## src/hw/rtl/iss_pkg.sv

```systemverilog
// Package for the interval schedule select block.
// Holds the capacity, widths and the transfer record between front and back.
`default_nettype none
package iss_pkg;
   localparam int unsigned Capacity = 64;
   localparam int unsigned IdxW = $clog2(Capacity);
   localparam int unsigned CntW = $clog2(Capacity + 1);

   typedef struct packed {
      logic signed [31:0] start_time;
      logic signed [31:0] end_time;
      logic               last_item;
   } item_type;
endpackage
`default_nettype wire

```

## src/hw/rtl/iss_front.sv

```systemverilog
// Front end: accepts items and passes them through a two-entry queue.
// Depends on iss_pkg.
`default_nettype none
module iss_front (
   input  wire logic              clock,
   input  wire logic              reset,
   input  wire logic              req_start,
   input  wire iss_pkg::item_type req_item,
   output logic                   req_busy,
   output logic                   q_valid,
   output iss_pkg::item_type      q_item,
   input  wire logic              q_pop
);
   import iss_pkg::*;

   item_type  buf_ff [2];
   logic [1:0] cnt_ff, cnt_in;
   logic       rd_ff, wr_ff;
   logic       push;

   // a last item blocks further input until the back end pops it from the queue
   logic       hold_ff, hold_in;

   assign push     = req_start && !req_busy;
   assign req_busy = (cnt_ff == 2'd2) || hold_ff;
   assign q_valid  = cnt_ff != 2'd0;
   assign q_item   = buf_ff[rd_ff];

   always_comb begin
      cnt_in  = cnt_ff + {1'b0, push} - {1'b0, q_pop};
      hold_in = hold_ff;
      if (push && req_item.last_item) hold_in = 1'b1;
      if (q_pop && q_item.last_item) hold_in = 1'b0;
   end

   always_ff @(posedge clock) begin
      if (reset) begin
         cnt_ff  <= '0;
         rd_ff   <= 1'b0;
         wr_ff   <= 1'b0;
         hold_ff <= 1'b0;
      end else begin
         cnt_ff  <= cnt_in;
         hold_ff <= hold_in;
         if (push) wr_ff <= !wr_ff;
         if (q_pop) rd_ff <= !rd_ff;
      end
      if (push) buf_ff[wr_ff] <= req_item;
   end

   assert property (@(posedge clock) disable iff (reset) cnt_ff != 2'd3)
      else $error("queue count out of range");
   assert property (@(posedge clock) disable iff (reset) q_pop |-> q_valid)
      else $error("pop from empty queue");
   assert property (@(posedge clock) disable iff (reset)
      (push && req_item.last_item) |=> req_busy)
      else $error("input open after last item");
endmodule
`default_nettype wire

```

## config.mk

```make
export PLATFORM = sky130hd
export DESIGN_NAME = iss_front
export DESIGN_NICKNAME = d
export VERILOG_FILES = /design/src/hw/rtl/iss_pkg.sv /design/src/hw/rtl/iss_front.sv
export SDC_FILE = /design/constraint.sdc
export NUM_CORES = 1
export LEC_CHECK = 0
export ABC_CLOCK_PERIOD_IN_PS = 9000
export BUFFER_PORTS_ARGS = -buffer_cell sky130_fd_sc_hd__buf_2
export CAP_MARGIN = 20
export CORE_ASPECT_RATIO = 0.8
export CORE_MARGIN = 10
export CORE_UTILIZATION = 50
export CTS_CLUSTER_DIAMETER = 120
export DETAILED_ROUTE_END_ITERATION = 12
export PLACE_DENSITY = 0.74
export SLEW_MARGIN = 20
export SYNTH_ARGS = -nofsm -noshare
export SYNTH_HDL_FRONTEND = slang
export SYNTH_SLANG_ARGS = --single-unit
export TNS_END_PERCENT = 20
```

## constraint.sdc

```tcl
create_clock -name clock -period 9 [get_ports clock]
set_input_delay 1.8 -clock clock [delete_from_list [all_inputs] [get_ports clock]]
set_output_delay 1.8 -clock clock [all_outputs]
set_load 0.02 [all_outputs]
```

==> summary.txt, run 1 <==
Yosys
  • Yosys warns: 0
  • Yosys cell types: 21
  • Cells after Synth: 230
  • Avg Inst Size Synth: 22.9 sq um
  • Synth area leaders: edfxtp_1 (74%), mux2_4 (17%), buf_12 (2.3%)
  • Synth Register Bits: 136
  • Top cell type's share of synthesized area: 0.742
  • Area leader, netlist: edfxtp_1
  • Synthesized area: 0.00526 sq mm
  • Register area share after synthesis: 0.764
  • Mapped Nets: 301

Floorplanning
  • Starting Density: 0.512
  • Core area: 0.0103 sq mm
  • Die X: 135 um
  • Die area: 0.0151 sq mm
  • I/O pin count: 136
  • Core Rows: 33
  • Die Y: 112 um

Worst setup path
  • R2R Path End: buf_ff[0][48]
  • Crit Path Max Fanout: 53
  • Reg-to-reg startpoint: hold_ff
  • CP Class: reg -> out
  • Worst EP arrival: 2.29 ns
  • Worst r2r path cells: 4
  • Slowest CP cell: buf_4
  • Crit-path max cell delay: 0.77 ns
  • CP cell instances: buf_4 -> mux2_2 -> buf_2
  • Crit. End Element: output port
  • Required @ worst endpoint: 7.20 ns
  • Critical path startpoint category: flip-flop
  • FF-to-FF setup slack: 7.12 ns

Layout
  • Register area: 0.00403 sq mm
  • Finished Layout Cells: 532
  • N_diodes: 0
  • Final-layout fill cell count: 743
  • Multi-input gate area: 0.00111 sq mm
  • Area grow syn2layout: 25.3%
  • Final nets: 450
  • Share of cells above drive strength 1: 0.597

Clock tree
  • Post-CTS setup buffer count: 0
  • CTS Hold Buffers Added: 0
  • H-tree Lvls: 4
  • CTS clk-pin slew, worst paths: 0.05 ns
  • Post_cts resized: 0
  • Worst-Skew Late Latency: 0.40 ns
  • CTS sink count: 136
  • CTS tree: built
  • Clock tree root buffer cell: clkbuf_16
  • CTS Buf Count: 17
  • Max Buffers Root-to-Sink: 2

Global route
  • Initial antenna violation count: 0
  • Largest net degree at the start of global routing: 66
  • All-Layer GR Usage: 0.134
  • Vias in the first global route: 2901
  • First-pass GRT wire length: 15.5 mm
  • Congestion Overflow GR: 0

STA
  • Hold Worst Slack: 0.565 ns
  • Max Fclk: 0.244 GHz
  • Final min period: 4.09 ns
  • Clk_skew: 0.0116 ns
  • Slew HR: 0.363
  • RSZ-0062 raised after global routing: false
  • Fin. max-slew vios: 0
  • Final Hold Fails: 0
  • Final setup fails: 0
  • Tcrit/Tclk final: 0.455
  • Post-route setup TNS: 0 ns
  • Worst-margin pin slew: 0.956 ns

Min path
  • Hold Path Class: reg -> reg
  • Hold endpoint: hold_ff
  • Worst hold start: hold_ff
  • WHS Path Cells: 2

Route
  • DRC viols: 0
  • First-iteration detailed-routing DRC count: 170
  • Via/cell ratio: 4.89
  • Wire length per cell: 18.9 um
  • Post-Route WL: 10.0 mm
  • TritonRoute pass-1 iters: 4
  • Vias post-DR: 2603
  • Antenna violation net count after detailed routing: 0

Power and ir drop
  • Pwr Total: 1.87 mW
  • Maximum VDD drop: 211 uV
  • P per Cell Area: 283 mW/mm^2
  • Pleak: 2.63 nW

Run status
  • Outcome: finished, final reports clean

Place
  • HPWL after DPL: 6.62 mm
  • GPL Wtd Cong: 0.746
  • IO Port Bufs: 135
  • Placed cells: 500

Flow run
  • Max Cap Violations: 0
where the power goes:
group / switching, mW / internal, mW / leakage (nW) / total [mW]
combinational: 0.206 / 0.148 / 1.09 / 0.354
clock: 0.245 / 0.435 / 0.287 / 0.680
sequential: 0.0273 / 0.805 / 1.26 / 0.832
sequential cells by signal (all words and copies together) (netlist names), named ones only:
signal	flops
buf_ff	130
cnt_ff	2
hold_ff	1
rd_ff	1
wr_ff	1
cells by family (layout without fill, tap and decap cells):
logic type	Yosys count	in the layout	share of synthesized area
buffers and inverters	9	171	0.0264
adders and majority gates	2	2	0.00475
AOI/OAI and AO/OA	4	4	0.00547
DFF	136	136	0.764
muxes	65	65	0.183
and+or+nand+nor	11	11	0.0114
xor gates and xnor gates	3	3	0.00499
layout make-up:
cell class	instances	area share
sequential	136	0.611
multi-input combinational	85	0.168
timing repair buffer	137	0.105
clock buffer	20	0.0662
tap	140	0.0266
clock inverter	12	0.0230
inverter	2	0.00114
worst max-delay path by stage:
stage / from / to / cells after the start
after floorplan: req_start / buf_ff[1][0] / 2
after global placement: flip-flop / q_item[3] / 3
after detailed placement: flip-flop / q_item[3] / 3
after global routing: flip-flop / q_item[3] / 3
final: flip-flop / q_item[3] / 3
after CTS: flip-flop / q_item[2] / 3
critical path, delay by kind of cell (launching register included):
| kind | cells | cell delay, ns |
|---|---|---|
| buffers and inverters | 2 | 0.93 |
| flip-flops | 1 | 0.49 |
| multiplexers | 1 | 0.42 |
routing by layer:
layer,up-vias,GRT usage,share of wire
met2,99,0.215,0.49
li1,1211,-,-
met5,-,0,0
met3,8,0.0737,0.11
met4,0,0.0500,0.0077
met1,1285,0.147,0.39
placed cells by master (no fill, tap or decap), drive strengths merged:
| cell | instances |
|---|---|
| clkinv | 8 |
| inv | 3 |
| nand2b | 2 |
| xor2 | 1 |
| a21oi | 1 |
| nor2b | 2 |
| nand3b | 1 |
| a211oi | 1 |
| clkbuf | 20 |
| dfxtp | 6 |
| a21bo | 1 |
| xnor2 | 2 |
| mux2 | 65 |
| nor2 | 3 |
| bufinv | 3 |
| a31oi | 1 |
| nand2 | 1 |
| and3 | 1 |
| ha | 2 |
| buf | 137 |
| or2 | 1 |
| edfxtp | 130 |
stage by stage:
stage               area (sq um)  utilization  setup WS, ns
global route                6600        0.641          4.78
detailed placement          6010        0.584          5.29
finish                      6600        0.641          4.91
floorplan                   5260            -          4.95
global placement            6010        0.584          5.30
CTS                         6600        0.641          4.86
cells in the mapped netlist (all sizes together):
cell type  instances
and3               1
dfxtp              6
a31oi              1
mux2              65
nand2b             2
inv                2
edfxtp           130
nand3b             1
nor2b              2
xnor2              2
nand2              1
a21bo              1
or2                1
buf                7
nor2               3
a211oi             1
ha                 2
xor2               1
a21oi              1
No activity file was read; power rests on OpenSTA's default activity.
==> inputs of run 2 (changes only) <==
--- a/config.mk
+++ b/config.mk
@@ -5,7 +5,7 @@
 export SDC_FILE = /design/constraint.sdc
 export NUM_CORES = 1
 export LEC_CHECK = 0
-export ABC_CLOCK_PERIOD_IN_PS = 9000
+export ABC_CLOCK_PERIOD_IN_PS = 4000
 export BUFFER_PORTS_ARGS = -buffer_cell sky130_fd_sc_hd__buf_2
 export CAP_MARGIN = 20
 export CORE_ASPECT_RATIO = 0.8
==> constraint.sdc (replaced) <==
create_clock -name clock -period 4 [get_ports clock]
set_input_delay 0.8 -clock clock [delete_from_list [all_inputs] [get_ports clock]]
set_output_delay 0.8 -clock clock [all_outputs]
set_load 0.02 [all_outputs]
==> run 2 against run 1 <==
  * Critical path depth unchanged
  * Global-route usage decreased by 0.81 points
  * Design area increased by 1.1%
  * Clock power increased by 150%
  * Cell count unchanged
  * Worst hold slack got worse by 0.037 ns
  * Core utilization increased by 0.72 points
  * Flip-flop and latch count unchanged
  * Clock skew decreased by 0.0053 ns
  * Total power increased by 130%
  * Critical path type unchanged
  * Largest cell class unchanged
  * Largest power group unchanged
==> summary.txt, run 2 (synthesis results as in run 1) <==
Route
  • M1 wire length: 4.03 mm
  • Top Layer Used: met4
  • Met2 WL: 4.83 mm
  • Post-Route WL: 9.78 mm
  • Antenna violation net count after detailed routing: 0
  • DRC viols: 0
  • Met3 wire length: 850 um
  • Via/cell ratio: 4.86
  • TritonRoute pass-1 iters: 4
  • First-iteration detailed-routing DRC count: 139
  • Vias post-DR: 2585
  • Wire length per cell: 18.4 um

Layout
  • Largest register by flop count: buf_ff
  • Final nets: 450
  • Most common cell after layout, fill and taps aside: buf_2
  • Largest registers: buf_ff: 130 flops, cnt_ff: 2 flops
  • Max reg flops: 130
  • Commonest non-fill, non-tap cells in the layout: buf_2 (135), edfxtp_1 (130), mux2_4 (61)
  • Finished Layout Cells: 532
  • Share of cells above drive strength 1: 0.605
  • Final-layout fill cell count: 704
  • N_diodes: 0
  • Area grow syn2layout: 26.7%

Place
  • IO Port Bufs: 135
  • HPWL after DPL: 6.34 mm
  • Placed cells: 500
  • GPL Wtd Cong: 0.712

Min path
  • Worst hold start: rd_ff
  • Hold Path Class: reg -> reg

Worst setup path
  • Reg-to-reg startpoint: hold_ff
  • Crit Path Max Fanout: 65
  • FF-to-FF setup slack: 2.09 ns
  • R2R Path End: buf_ff[0][55]
  • Critical path startpoint category: flip-flop
  • Setup crit end: q_item[3]
  • CP Class: reg -> out
  • Required @ worst endpoint: 3.20 ns
  • Worst r2r path cells: 4
  • Crit. End Element: output port
  • Worst EP arrival: 1.78 ns

Power and ir drop
  • P per Cell Area: 653 mW/mm^2
  • Reg power frac: 0.427
  • Sw frac: 0.252
  • Maximum VDD drop: 403 uV
  • Switching pwr: 1.10 mW
  • Comb power frac: 0.185
  • Internal Pwr Total: 3.26 mW
  • Pwr Total: 4.36 mW
  • Clock Power Share: 0.388
  • Pleak: 2.66 nW

Clock tree
  • Post_cts resized: 0
  • Max Buffers Root-to-Sink: 2
  • CTS Hold Buffers Added: 0
  • CTS clk-pin slew, worst paths: 0.06 ns
  • Worst-Skew Late Latency: 0.40 ns
  • CTS tree: built
  • H-tree Lvls: 4
  • Post-CTS setup buffer count: 0
  • CTS sink count: 136
  • CTS Buf Count: 17
  • Clock tree root buffer cell: clkbuf_16

Floorplanning
  • I/O pin count: 136
  • Core Rows: 33
  • Die Y: 112 um
  • Starting Density: 0.512
  • Core area: 0.0103 sq mm
  • Die X: 135 um
  • Die area: 0.0151 sq mm

Global route
  • Initial antenna violation count: 0
  • Vias in the first global route: 2799
  • Congestion Overflow GR: 0
  • First-pass GRT wire length: 14.6 mm
  • Largest net degree at the start of global routing: 66
  • All-Layer GR Usage: 0.126

STA
  • Max Fclk: 0.388 GHz
  • Clk_skew: 0.00632 ns
  • Worst-margin pin slew: 0.909 ns
  • Post-route setup TNS: 0 ns
  • Hold Worst Slack: 0.528 ns
  • Final Hold Fails: 0
  • Slew HR: 0.394
  • Final setup fails: 0
  • Fin. max-slew vios: 0
  • RSZ-0062 raised after global routing: false
  • Tcrit/Tclk final: 0.644
  • Final min period: 2.58 ns

Run status
  • Outcome: finished, final reports clean

Flow run
  • Max Cap Violations: 0
-- run 2: cell type report --
cell class	instances	area, sq um	share of cell area
Clock buffer	18	429	0.0644
Clock inverter	14	220	0.0330
Inverter	2	7.51	0.00113
Multi-Input combinational cell	85	1110	0.166
Sequential cell	136	4030	0.604
Tap cell	140	175	0.0263
Timing Repair Buffer	137	703	0.105
-- run 2: metrics by stage --
stage / instance area [sq um] / setup slack (ns) / utilization
after floorplan: 5260 / 0.955 / -
after global placement: 6020 / 1.59 / 0.585
after detailed placement: 6020 / 1.53 / 0.585
after CTS: 6670 / 1.41 / 0.649
after global routing: 6670 / 1.35 / 0.649
final: 6670 / 1.42 / 0.649
-- run 2: worst max-delay path: stages, from the launching register on --
cell	delay, ns
dfxtp_4	0.35
buf_12	0.39
mux2_2	0.42
buf_2	0.17
-- run 2: power groups by stage --
stage / Combinational [mW] / Clock [mW] / Sequential (mW)
after global routing: 0.863 / 1.77 / 1.88
after CTS: 0.824 / 1.72 / 1.86
after global placement: 0.810 / 0 / 1.88
after floorplan: 0.585 / 0 / 1.88
final: 0.805 / 1.69 / 1.86
after detailed placement: 0.819 / 0 / 1.89
-- run 2: metal layers --
metal	up-vias	GRT usage
li1	1202	-
met1	1284	0.142
met2	92	0.204
met3	7	0.0606
met4	0	0.0456
met5	-	0
-- run 2: worst min-delay path by stage --
stage,slack [ns],end,cells past startpoint
floorplan,0.48,flip-flop,2
global placement,0.50,rd_ff,2
detailed placement,0.50,flip-flop,2
CTS,0.52,flip-flop,2
global route,0.57,buf_ff[0][8],1
finish,0.53,flip-flop,2
==> inputs of run 3 (changes only) <==
--- a/config.mk
+++ b/config.mk
@@ -5,15 +5,15 @@
 export SDC_FILE = /design/constraint.sdc
 export NUM_CORES = 1
 export LEC_CHECK = 0
-export ABC_CLOCK_PERIOD_IN_PS = 4000
+export ABC_CLOCK_PERIOD_IN_PS = 2300
 export BUFFER_PORTS_ARGS = -buffer_cell sky130_fd_sc_hd__buf_2
 export CAP_MARGIN = 20
 export CORE_ASPECT_RATIO = 0.8
 export CORE_MARGIN = 10
-export CORE_UTILIZATION = 50
+export CORE_UTILIZATION = 47
 export CTS_CLUSTER_DIAMETER = 120
 export DETAILED_ROUTE_END_ITERATION = 12
-export PLACE_DENSITY = 0.74
+export PLACE_DENSITY = 0.73
 export SLEW_MARGIN = 20
 export SYNTH_ARGS = -nofsm -noshare
 export SYNTH_HDL_FRONTEND = slang
==> constraint.sdc (replaced) <==
create_clock -name clock -period 2.3 [get_ports clock]
set_input_delay 0.46 -clock clock [delete_from_list [all_inputs] [get_ports clock]]
set_output_delay 0.46 -clock clock [all_outputs]
set_load 0.02 [all_outputs]
==> run 3 against run 2 <==
  * Die area up 5.3%
  * Flip-flop and latch count unchanged
  * Via count up 0.66%
  * Total power up 68%
  * Wire length up 3.2%
  * Sequential share of layout area down 0.11 points
  * Largest power group unchanged
  * First-iteration DRC count down 9.4%
  * Largest cell class unchanged
  * Register-to-register slack worse by 1.4 ns
  * Global-route usage up 0.36 points
  * Clock power up 54%
  * Worst hold slack worse by 0.28 ns
  * Cell count up 1.5%
==> summary.txt, run 3 (synthesis results as in run 1) <==
Worst setup path
  • Required @ worst endpoint: 1.84 ns
  • Reg-to-reg startpoint: cnt_ff[0]
  • Crit. End Element: output port
  • CP Class: reg -> out
  • R2R Path End: cnt_ff[1]
  • CP Buf/Inv Count: 2
  • CP cell instances: buf_4 -> mux2_4 -> buf_2
  • Slowest CP cell: dfxtp_4
  • Worst EP arrival: 1.74 ns
  • FF-to-FF setup slack: 0.71 ns
  • CP top delay family: flip-flops
  • Critical path startpoint category: flip-flop
  • Worst r2r path cells: 8
  • Crit-path max cell delay: 0.60 ns
  • Crit Path Max Fanout: 19

Clock tree
  • Clock tree root buffer cell: clkbuf_16
  • CTS clk-pin slew, worst paths: 0.06 ns
  • CTS tree: built
  • CTS Buf Count: 17
  • Post_cts resized: 0
  • Post-CTS setup buffer count: 0
  • H-tree Lvls: 4
  • CTS sink count: 136
  • CTS Hold Buffers Added: 0
  • Max Buffers Root-to-Sink: 2
  • Worst-Skew Late Latency: 0.40 ns

STA
  • Max Fclk: 0.455 GHz
  • Hold Worst Slack: 0.244 ns
  • Fin. max-slew vios: 0
  • Slew HR: 0.729
  • Post-route setup TNS: 0 ns
  • Clk_skew: 0.00552 ns
  • Final worst setup slack: 0.102 ns
  • Worst-margin pin slew: 0.407 ns
  • Tcrit/Tclk final: 0.956
  • RSZ-0062 raised after global routing: false
  • Final Hold Fails: 0
  • Final min period: 2.20 ns
  • Final setup fails: 0

Layout
  • Final nets: 455
  • N_diodes: 0
  • Commonest non-fill, non-tap cells in the layout: buf_2 (135), edfxtp_1 (130), mux2_4 (61)
  • Max reg flops: 130
  • Final Cell Area: 0.00668 sq mm
  • Largest registers: buf_ff: 130 flops, cnt_ff: 2 flops
  • Share of cells above drive strength 1: 0.601
  • Largest register by flop count: buf_ff
  • Area grow syn2layout: 26.9%
  • Most common cell after layout, fill and taps aside: buf_2
  • Final-layout fill cell count: 837

Global route
  • Largest net degree at the start of global routing: 66
  • Congestion Overflow GR: 0
  • Vias in the first global route: 3006
  • All-Layer GR Usage: 0.130
  • Initial antenna violation count: 1
  • First-pass GRT wire length: 15.9 mm

Floorplanning
  • Die Y: 115 um
  • Starting Density: 0.483
  • I/O pin count: 136
  • Die area: 0.0159 sq mm
  • Core area: 0.0109 sq mm
  • Die X: 138 um
  • Core Rows: 34

Place
  • Pre-CTS setup slack: 0.469 ns
  • IO Port Bufs: 135
  • Placed cell area: 0.00611 sq mm
  • GPL Wtd Cong: 0.729
  • HPWL after DPL: 7.03 mm

Power and ir drop
  • P per Cell Area: 1090 mW/mm^2
  • Pwr Total: 7.30 mW
  • Reg power frac: 0.446
  • Comb power frac: 0.196
  • Switching pwr: 1.85 mW
  • Clock Power Share: 0.358
  • Pleak: 2.66 nW
  • Internal Pwr Total: 5.45 mW
  • Maximum VDD drop: 578 uV
  • Sw frac: 0.253

Route
  • Antenna violation net count after detailed routing: 0
  • Vias post-DR: 2602
  • Post-Route WL: 10.1 mm
  • Wire length per cell: 18.7 um
  • Via/cell ratio: 4.82
  • First-iteration detailed-routing DRC count: 126
  • TritonRoute pass-1 iters: 4
  • DRC viols: 0

Min path
  • Hold endpoint: buf_ff[1][52]
  • WHS Path Cells: 1
  • Hold Path Class: in -> reg
  • Worst hold start: req_item[52]

Flow run
  • Max Cap Violations: 0

Run status
  • Outcome: finished, final reports clean
## run 3: cell types whose count changed in the layout (fill, tap and decap cells not counted)
cell / change
buf_12: +4
buf_4: +1
bufinv_16: -2
clkbuf_1: +3
clkinv_2: +4
clkinv_4: -1
clkinvlp_4: -1
inv_6: -4
## run 3: area by class of cell
type	instances	area [sq um]	area share
multi-input combinational	85	1110	0.166
timing repair buffer	142	791	0.118
clock buffer	21	440	0.0659
sequential	136	4030	0.603
tap	144	180	0.0270
inverter	2	7.51	0.00112
clock inverter	10	129	0.0193
## run 3: worst max-delay path by stage
stage              endpoint  slack (ns)  cells past startpoint
2_1_floorplan  buf_ff[0][0]       -0.17                      3
3_3_place_gp      cnt_ff[1]        0.50                      9
3_5_place_dp      cnt_ff[1]        0.47                      9
4_1_cts          q_item[62]        0.05                      3
5_1_grt          q_item[60]        0.02                      3
6_report         q_item[62]        0.10                      3
## run 3: power groups by stage
stage | Combinational (mW) | Sequential, mW | Clock [mW]
after floorplan | 1.02 | 3.27 | 0
after global placement | 1.45 | 3.28 | 0
after detailed placement | 1.46 | 3.31 | 0
after CTS | 1.47 | 3.26 | 2.67
after global routing | 1.55 | 3.29 | 2.77
final | 1.43 | 3.26 | 2.61
## run 3: worst reg2reg max path: stages (launching register included)
cell and delay (ns):
dfxtp_1 0.35, nand2b_1 0.23, nand2_1 0.08, ha_1 0.27
inv_1 0.04, ha_1 0.17, xor2_1 0.16, xnor2_1 0.14
nor2_1 0.05
## run 3: per-stage QoR
stage	util	std cells
after CTS	0.614	540
after floorplan	-	230
final	0.614	540
after global placement	0.561	509
after global routing	0.614	540
after detailed placement	0.561	509
## run 3: layer usage
layer	vias up	routed length, um	track usage
met3	10	844	0.0630
li1	1209	-	-
met1	1275	4150	0.148
met4	2	64	0.0428
met5	-	9	0
met2	106	5030	0.211
